==> src/hdl/tklsk_pkg.sv <==
// -----------------------------------------------------------------------------
// Top-K lowest score keeper package
// Shared sizes, codes and structs for the keeper's front queue, sorted chain
// and back engine.
// -----------------------------------------------------------------------------
`default_nettype none

package tklsk_pkg;

   // Number of ranked entries held (1 to 64)
   localparam int KEEP        = 64;
   localparam int SCORE_W     = 32;
   localparam int SLOT_W      = 6;
   localparam int CNT_W       = $clog2(KEEP + 1);

   // Queue between front and back
   localparam int QUEUE_DEPTH = 2;
   localparam int QPTR_W      = (QUEUE_DEPTH > 1) ? $clog2(QUEUE_DEPTH) : 1;
   localparam int QCNT_W      = $clog2(QUEUE_DEPTH + 1);

   typedef enum logic {
      OP_OFFER = 1'b0,
      OP_DRAIN = 1'b1
   } op_type;

   typedef struct packed {
      op_type                     op;
      logic signed [SCORE_W-1:0]  score;
   } item_type;

   typedef struct packed {
      logic insert;
      logic pop;
   } chain_cmd_type;

   typedef struct packed {
      logic [CNT_W-1:0]  count;
      logic              full;
      logic              reject;
      logic [SLOT_W-1:0] new_slot;
      logic [SLOT_W-1:0] head_slot;
   } chain_stat_type;

   typedef enum logic {
      BK_IDLE  = 1'b0,
      BK_DRAIN = 1'b1
   } back_state_type;

endpackage

`default_nettype wire

==> src/hdl/tklsk_front.sv <==
// -----------------------------------------------------------------------------
// Top-K keeper front end
// Accepts request transactions, decodes the opcode and queues them for the
// back engine.
// -----------------------------------------------------------------------------
`default_nettype none

module tklsk_front (
   input  wire logic                                    clock,
   input  wire logic                                    reset,
   input  wire logic                                    req_valid,
   output logic                                         req_stall,
   input  wire logic                                    req_opcode,
   input  wire logic signed [tklsk_pkg::SCORE_W-1:0]    req_score,
   output logic                                         q_valid,
   output tklsk_pkg::item_type                          q_item,
   input  wire logic                                    q_pop
);

   tklsk_pkg::item_type               queue_ff [tklsk_pkg::QUEUE_DEPTH];
   logic [tklsk_pkg::QPTR_W-1:0]      wr_ptr_ff, wr_ptr_in;
   logic [tklsk_pkg::QPTR_W-1:0]      rd_ptr_ff, rd_ptr_in;
   logic [tklsk_pkg::QCNT_W-1:0]      cnt_ff, cnt_in;
   logic                              push;
   logic                              pop;
   tklsk_pkg::item_type               new_item;

   // classify the incoming transaction
   always_comb begin
      new_item.op    = req_opcode ? tklsk_pkg::OP_DRAIN : tklsk_pkg::OP_OFFER;
      new_item.score = req_score;
   end

   assign req_stall = (cnt_ff == tklsk_pkg::QCNT_W'(tklsk_pkg::QUEUE_DEPTH));
   assign push      = req_valid && !req_stall;
   assign q_valid   = (cnt_ff != '0);
   assign pop       = q_pop && q_valid;
   assign q_item    = queue_ff[rd_ptr_ff];

   always_comb begin
      wr_ptr_in = wr_ptr_ff;
      rd_ptr_in = rd_ptr_ff;
      cnt_in    = cnt_ff;
      if (push) begin
         wr_ptr_in = (wr_ptr_ff == tklsk_pkg::QPTR_W'(tklsk_pkg::QUEUE_DEPTH - 1)) ?
                     '0 : wr_ptr_ff + 1'b1;
      end
      if (pop) begin
         rd_ptr_in = (rd_ptr_ff == tklsk_pkg::QPTR_W'(tklsk_pkg::QUEUE_DEPTH - 1)) ?
                     '0 : rd_ptr_ff + 1'b1;
      end
      if (push && !pop) begin
         cnt_in = cnt_ff + 1'b1;
      end else if (pop && !push) begin
         cnt_in = cnt_ff - 1'b1;
      end
   end

   always_ff @(posedge clock) begin
      if (reset) begin
         wr_ptr_ff <= '0;
         rd_ptr_ff <= '0;
         cnt_ff    <= '0;
      end else begin
         wr_ptr_ff <= wr_ptr_in;
         rd_ptr_ff <= rd_ptr_in;
         cnt_ff    <= cnt_in;
      end
   end

   always_ff @(posedge clock) begin
      if (push) begin
         queue_ff[wr_ptr_ff] <= new_item;
      end
   end

   a_cnt_bound: assert property (@(posedge clock) disable iff (reset)
      cnt_ff <= tklsk_pkg::QCNT_W'(tklsk_pkg::QUEUE_DEPTH))
      else $error("queue count above depth");

endmodule

`default_nettype wire

==> config.mk <==
export PLATFORM = sky130hd
export DESIGN_NAME = tklsk_front
export DESIGN_NICKNAME = d
export VERILOG_FILES = /design/src/hdl/tklsk_pkg.sv /design/src/hdl/tklsk_front.sv
export SDC_FILE = /design/constraint.sdc
export NUM_CORES = 1
export LEC_CHECK = 0
export BUFFER_PORTS_ARGS = -buffer_cell sky130_fd_sc_hd__buf_2
export CORE_ASPECT_RATIO = 0.9
export CORE_MARGIN = 2
export CORE_UTILIZATION = 51
export DETAILED_ROUTE_END_ITERATION = 8
export GPL_TIMING_DRIVEN = 0
export PLACE_DENSITY = 0.78
export REMOVE_ABC_BUFFERS = 1
export SLEW_MARGIN = 40
export SYNTH_ARGS = -nofsm -noshare
export SYNTH_HDL_FRONTEND = slang
export SYNTH_SLANG_ARGS = --single-unit
==> constraint.sdc <==
create_clock -name clock -period 2.05 [get_ports clock]
set_clock_uncertainty 0.05 [all_clocks]
set_input_delay 0.1025 -clock clock [delete_from_list [all_inputs] [get_ports clock]]
set_output_delay 0.1025 -clock clock [all_outputs]
set_load 0.01 [all_outputs]
# Word level (Yosys, flattened, before mapping)
# Memory sizes are Yosys's and may differ from the RTL's. A register that Yosys moved wholly into a read port is not among the register bits.
# Index checks and enable logic that the tools add are counted.
# classes
n_eq_ne,1
add_sub_neg,4
reduce_logical,9
n_mux,9
# op_table
operator,n
$mux 1,7
$logic_and 1x1->1,4
$mux 2,2
$reduce_bool 2->1,2
$logic_not 1->1,3
$add 1x1->1 const B,2
$add 2x1->2 const B,1
$eq 2x2->1 const B,1
$sub 2x1->2 const B,1
# word_totals
ram_bits,66
n_memories,1
reg_bits,4
in_bits,37
word_cells,27
# memory_table
memory,words,word_bits,read_ports,rd_ports_with_merged_regs,write_ports,line,source
queue_ff,2,33,1,1,1,tklsk_front.sv:20,tklsk_pkg::item_type queue_ff [tklsk_pkg::QUEUE_DEPTH];

# Logic depth before layout (Yosys ltp)
# logic_depth
depth_word,7
depth_mapped,6
ltp_nobuf,6

# Worst setup path before layout
# OpenSTA, ideal clock, no wires.
# synth_path
path_type,register -> register
start,register cnt_ff[1] in the netlist's numbering
end,"memory queue_ff[0][0] in the netlist's numbering, enable pin"
setup_ps,388
t_arrival_ps,1477
path_slack_ps,136
path_stages_with_launch,4
cell_sequence,dfxtp_1 -> nor2b_2 -> or3_1 -> inv_1
# synth_via
elab_chain_len,5
# synth_lines
item,line,source
"start, declared",tklsk_front.sv:23,"logic [tklsk_pkg::QCNT_W-1:0] cnt_ff, cnt_in;"
"start signal, assigned",tklsk_front.sv:67,cnt_ff <= cnt_in;
$eq 2x2->1,tklsk_front.sv:34,assign req_stall = (cnt_ff == tklsk_pkg::QCNT_W'(tklsk_pkg::QUEUE_DEPTH));
via req_stall,tklsk_front.sv:12,"output logic req_stall,"
$logic_not 1->1,tklsk_front.sv:35,assign push = req_valid && !req_stall;
$logic_and 1x1->1,tklsk_front.sv:35,
$mux 1,tklsk_front.sv:72,if (push) begin
$mux 1 (implied by the code),tklsk_front.sv:73,queue_ff[wr_ptr_ff] <= new_item;
"end, declared",tklsk_front.sv:20,
# The timed path passes the listed nets, and every way through them passes these cells.

==> impl_results.md <==
* Status: finished, final reports clean
* Req. time, crit path at 1900 ps
* Grt total ovfl at 0
* Peak supply drop at 1.051 mV
* Register-to-register setup slack at between 200 and 250 ps
* Die width at about 80 um
* Wirelength per Cell at 15.71 um
* Synth Area in Compound Gates at 0.009648
* Worst EP arrival at around 1700 ps
* FF-to-FF path depth at 3
* Post-CTS setup buffer count at 0
* Xor-xnor portion of the synthesized cell area at 0.01013
* Register bit total from synthesis at 71
* DRC Markers at 0
* CTS tree: built
* FF-to-FF Start: cnt_ff[0]$_SDFFE_PP0P_
* Placeable core region at 0.004865 sq mm
* Post-route antenna net violation count at 0
* HP Start: req_valid
* Register area share after synthesis at 0.8027
* End point of the critical path: q_item[12]
* DR vias at 1498
* Max Cap Violations at 0
* Hold WS at 141.6 ps
* Simple-Gate Fraction of Synth Area at 0.01881
* Unrepaired setup endpoints after global routing: no
* Crit path launch type: register
* Num CTS Buffers at 9
* Depth of the CTS H-tree at 3
* Leakage at 1.359 nW
* Warnings from Yosys at 0
* Routed WL at 4853 um
* Share of layout cells above drive strength 1 at 0.5041
* Nets at around 280
* I/O pin count at 72
* Min cycle time layout at 1883 ps
* Crit-path leading delay family: flip-flops
* Final Wtd Congestion at 0.6032
* Syn_area_per_cell at 20.26 sq um
* Root Driver: clkbuf_8
* HPWL Detailed at 2830 um
* Total GRT Usage at 0.1812
* First-pass GRT wire length at ~7500 um
* Netlist cell types at 14
* Crit end category: output pin
* Core Rows at 24
* Initial antenna violation count at 0
* CTS Sinks at around 70
* Levels on crit path at 2
* Crit-path cells: mux2_2 -> buf_2
* Final hold viol count at 0
* CP Buf/Inv Count at 1
* Worst min-delay path category: primary input to register
* Crit Path Category: register to output pin
* Critical-path maximum fanout at 33
* Place WS at 201.8 ps
* Number of diodes at 0
* Post-synthesis cell area at between 0.002 and 0.003 sq mm
* Most common cell after layout, fill and taps aside: buf_2
* Die area at approximately 0.0057 sq mm
* Synth Area in Adders at 0.004824
* IO buf count at 71
* Syn Inst Count at 128
* P&R area growth vs syn at 36.18%
* Largest net degree at the start of global routing at 34
* Initial Utilization at 0.5332
* Worst R2R End: queue_ff[0][28]$_DFFE_PP_
* Worst-Skew Late Latency at 320 ps
* Most frequent cells in the layout: buf_2, edfxtp_1, dlygate4sd3_1
* Iteration-0 DRC Markers at 52
* Peak per-stage delay on the critical path at 830 ps
* Vias in the first global route at 1625
* Final Instance Area at 0.003532 sq mm
* Measured slew at the worst slew-check pin at slightly below 800 ps
* Worst-path clk slew at 60 ps
* Clock Tree Buf Depth at 2
* Fmax at 531.0 MHz
* Mux cell area share after synthesis at 0.1433
* Worst slew margin at 0.4846
* Final worst slack at 166.8 ps
* Vias per cell at 4.848
* Pwr/cell area at 1120 mW/mm^2
* DRT Pass-1 Iters at 4
* Placement Cell Area at 0.003013 sq mm
* Slowest-stage cell, CP: dfxtp_2
* Max-slew violation count at 0
* Largest family of logic cells by synthesized area: multiplexers
* Setup violations, final at 0
* DIE HEIGHT at 71.66 um
* Period utilisation layout at 0.9187
-- repair_timing --
item	CTS	global route
endpoints found under the hold margin	71	0
resized for setup	0	0
hold buffers	34	0
-- layer usage --
| metal | vias to the layer above | track usage | part of all wire |
|---|---|---|---|
| met3 | 10 | 0.04660 | 0.057 |
| met1 | 708 | 0.1908 | 0.39 |
| met4 | 0 | 0.08812 | 0.022 |
| li1 | 717 | - | - |
| met5 | - | 0 | 0 |
| met2 | 63 | 0.3362 | 0.53 |
-- kinds of logic (layout without fill, tap and decap cells) --
logic type,count (synthesis),in the layout
compound gates,5,5
xor+xnor,3,3
fa+ha+maj,1,1
buf+inv,6,122
flops,71,71
mux,33,33
simple gates,9,9
-- stage by stage --
stage | util | TNS [ps] | instances | power [mW]
floorplan | - | 0 | 124 | 2.547
finish | 0.7261 | 0 | 309 | 3.955
global placement | 0.6188 | -8650 | 260 | 2.871
CTS | 0.7258 | 0 | 309 | 3.979
detailed placement | 0.6193 | 0 | 260 | 2.927
global route | 0.7261 | 0 | 309 | 4.126
-- worst min-delay path by stage --
stage,to,cells after the start
final,wr_ptr_ff$_SDFFE_PP0P_,4
after detailed placement,queue_ff[0][1]$_DFFE_PP_,1
after global placement,queue_ff[1][9]$_DFFE_PP_,1
after global routing,wr_ptr_ff$_SDFFE_PP0P_,4
after floorplan,cnt_ff[1]$_SDFFE_PP0P_,1
after CTS,wr_ptr_ff$_SDFFE_PP0P_,4
-- worst reg2reg max path, cell delays in order (launching register included) --
cell and delay [ps]:
dfxtp_1 430, nor2b_2 80, or3_1 350, inv_2 540
-- layout make-up --
| type | count | area, sq um |
|---|---|---|
| clock buffer | 10 | 127.6 |
| inverter | 2 | 7.507 |
| sequential | 71 | 2083 |
| multi-input combinational | 51 | 486.7 |
| timing repair buffer | 105 | 695.7 |
| fill | 323 | 1333 |
| clock inverter | 5 | 50.05 |
| tap | 65 | 81.33 |
-- registers in the layout, summed over array words and instances (netlist names), named ones only --
register / count
cnt_ff: 2
queue_ff: 66
rd_ptr_ff: 1
wr_ptr_ff: 1
-- synth_stat cells, drive strengths merged --
cell    instances  area [sq um]
nor2            4         15.01
mux2           33         371.6
inv             2         7.510
edfxtp         66          1982
buf             4         20.02
a21oi           2         10.01
o21ai           3         15.01
xor2            3         26.28
and2            1         6.260
or3             2         12.51
or2             1         6.260
dfxtp           5         100.1
ha              1         12.51
nor2b           1         8.760
-- power breakdown --
group | total [mW] | internal [mW] | switching (mW) | leakage, nW
Combinational | 0.962 | 0.503 | 0.459 | 0.606
Sequential | 1.98 | 1.83 | 0.153 | 0.658
Clock | 1.01 | 0.547 | 0.464 | 0.0957
Total | 3.96 | 2.88 | 1.08 | 1.36
No activity file was read; power rests on OpenSTA's default activity.
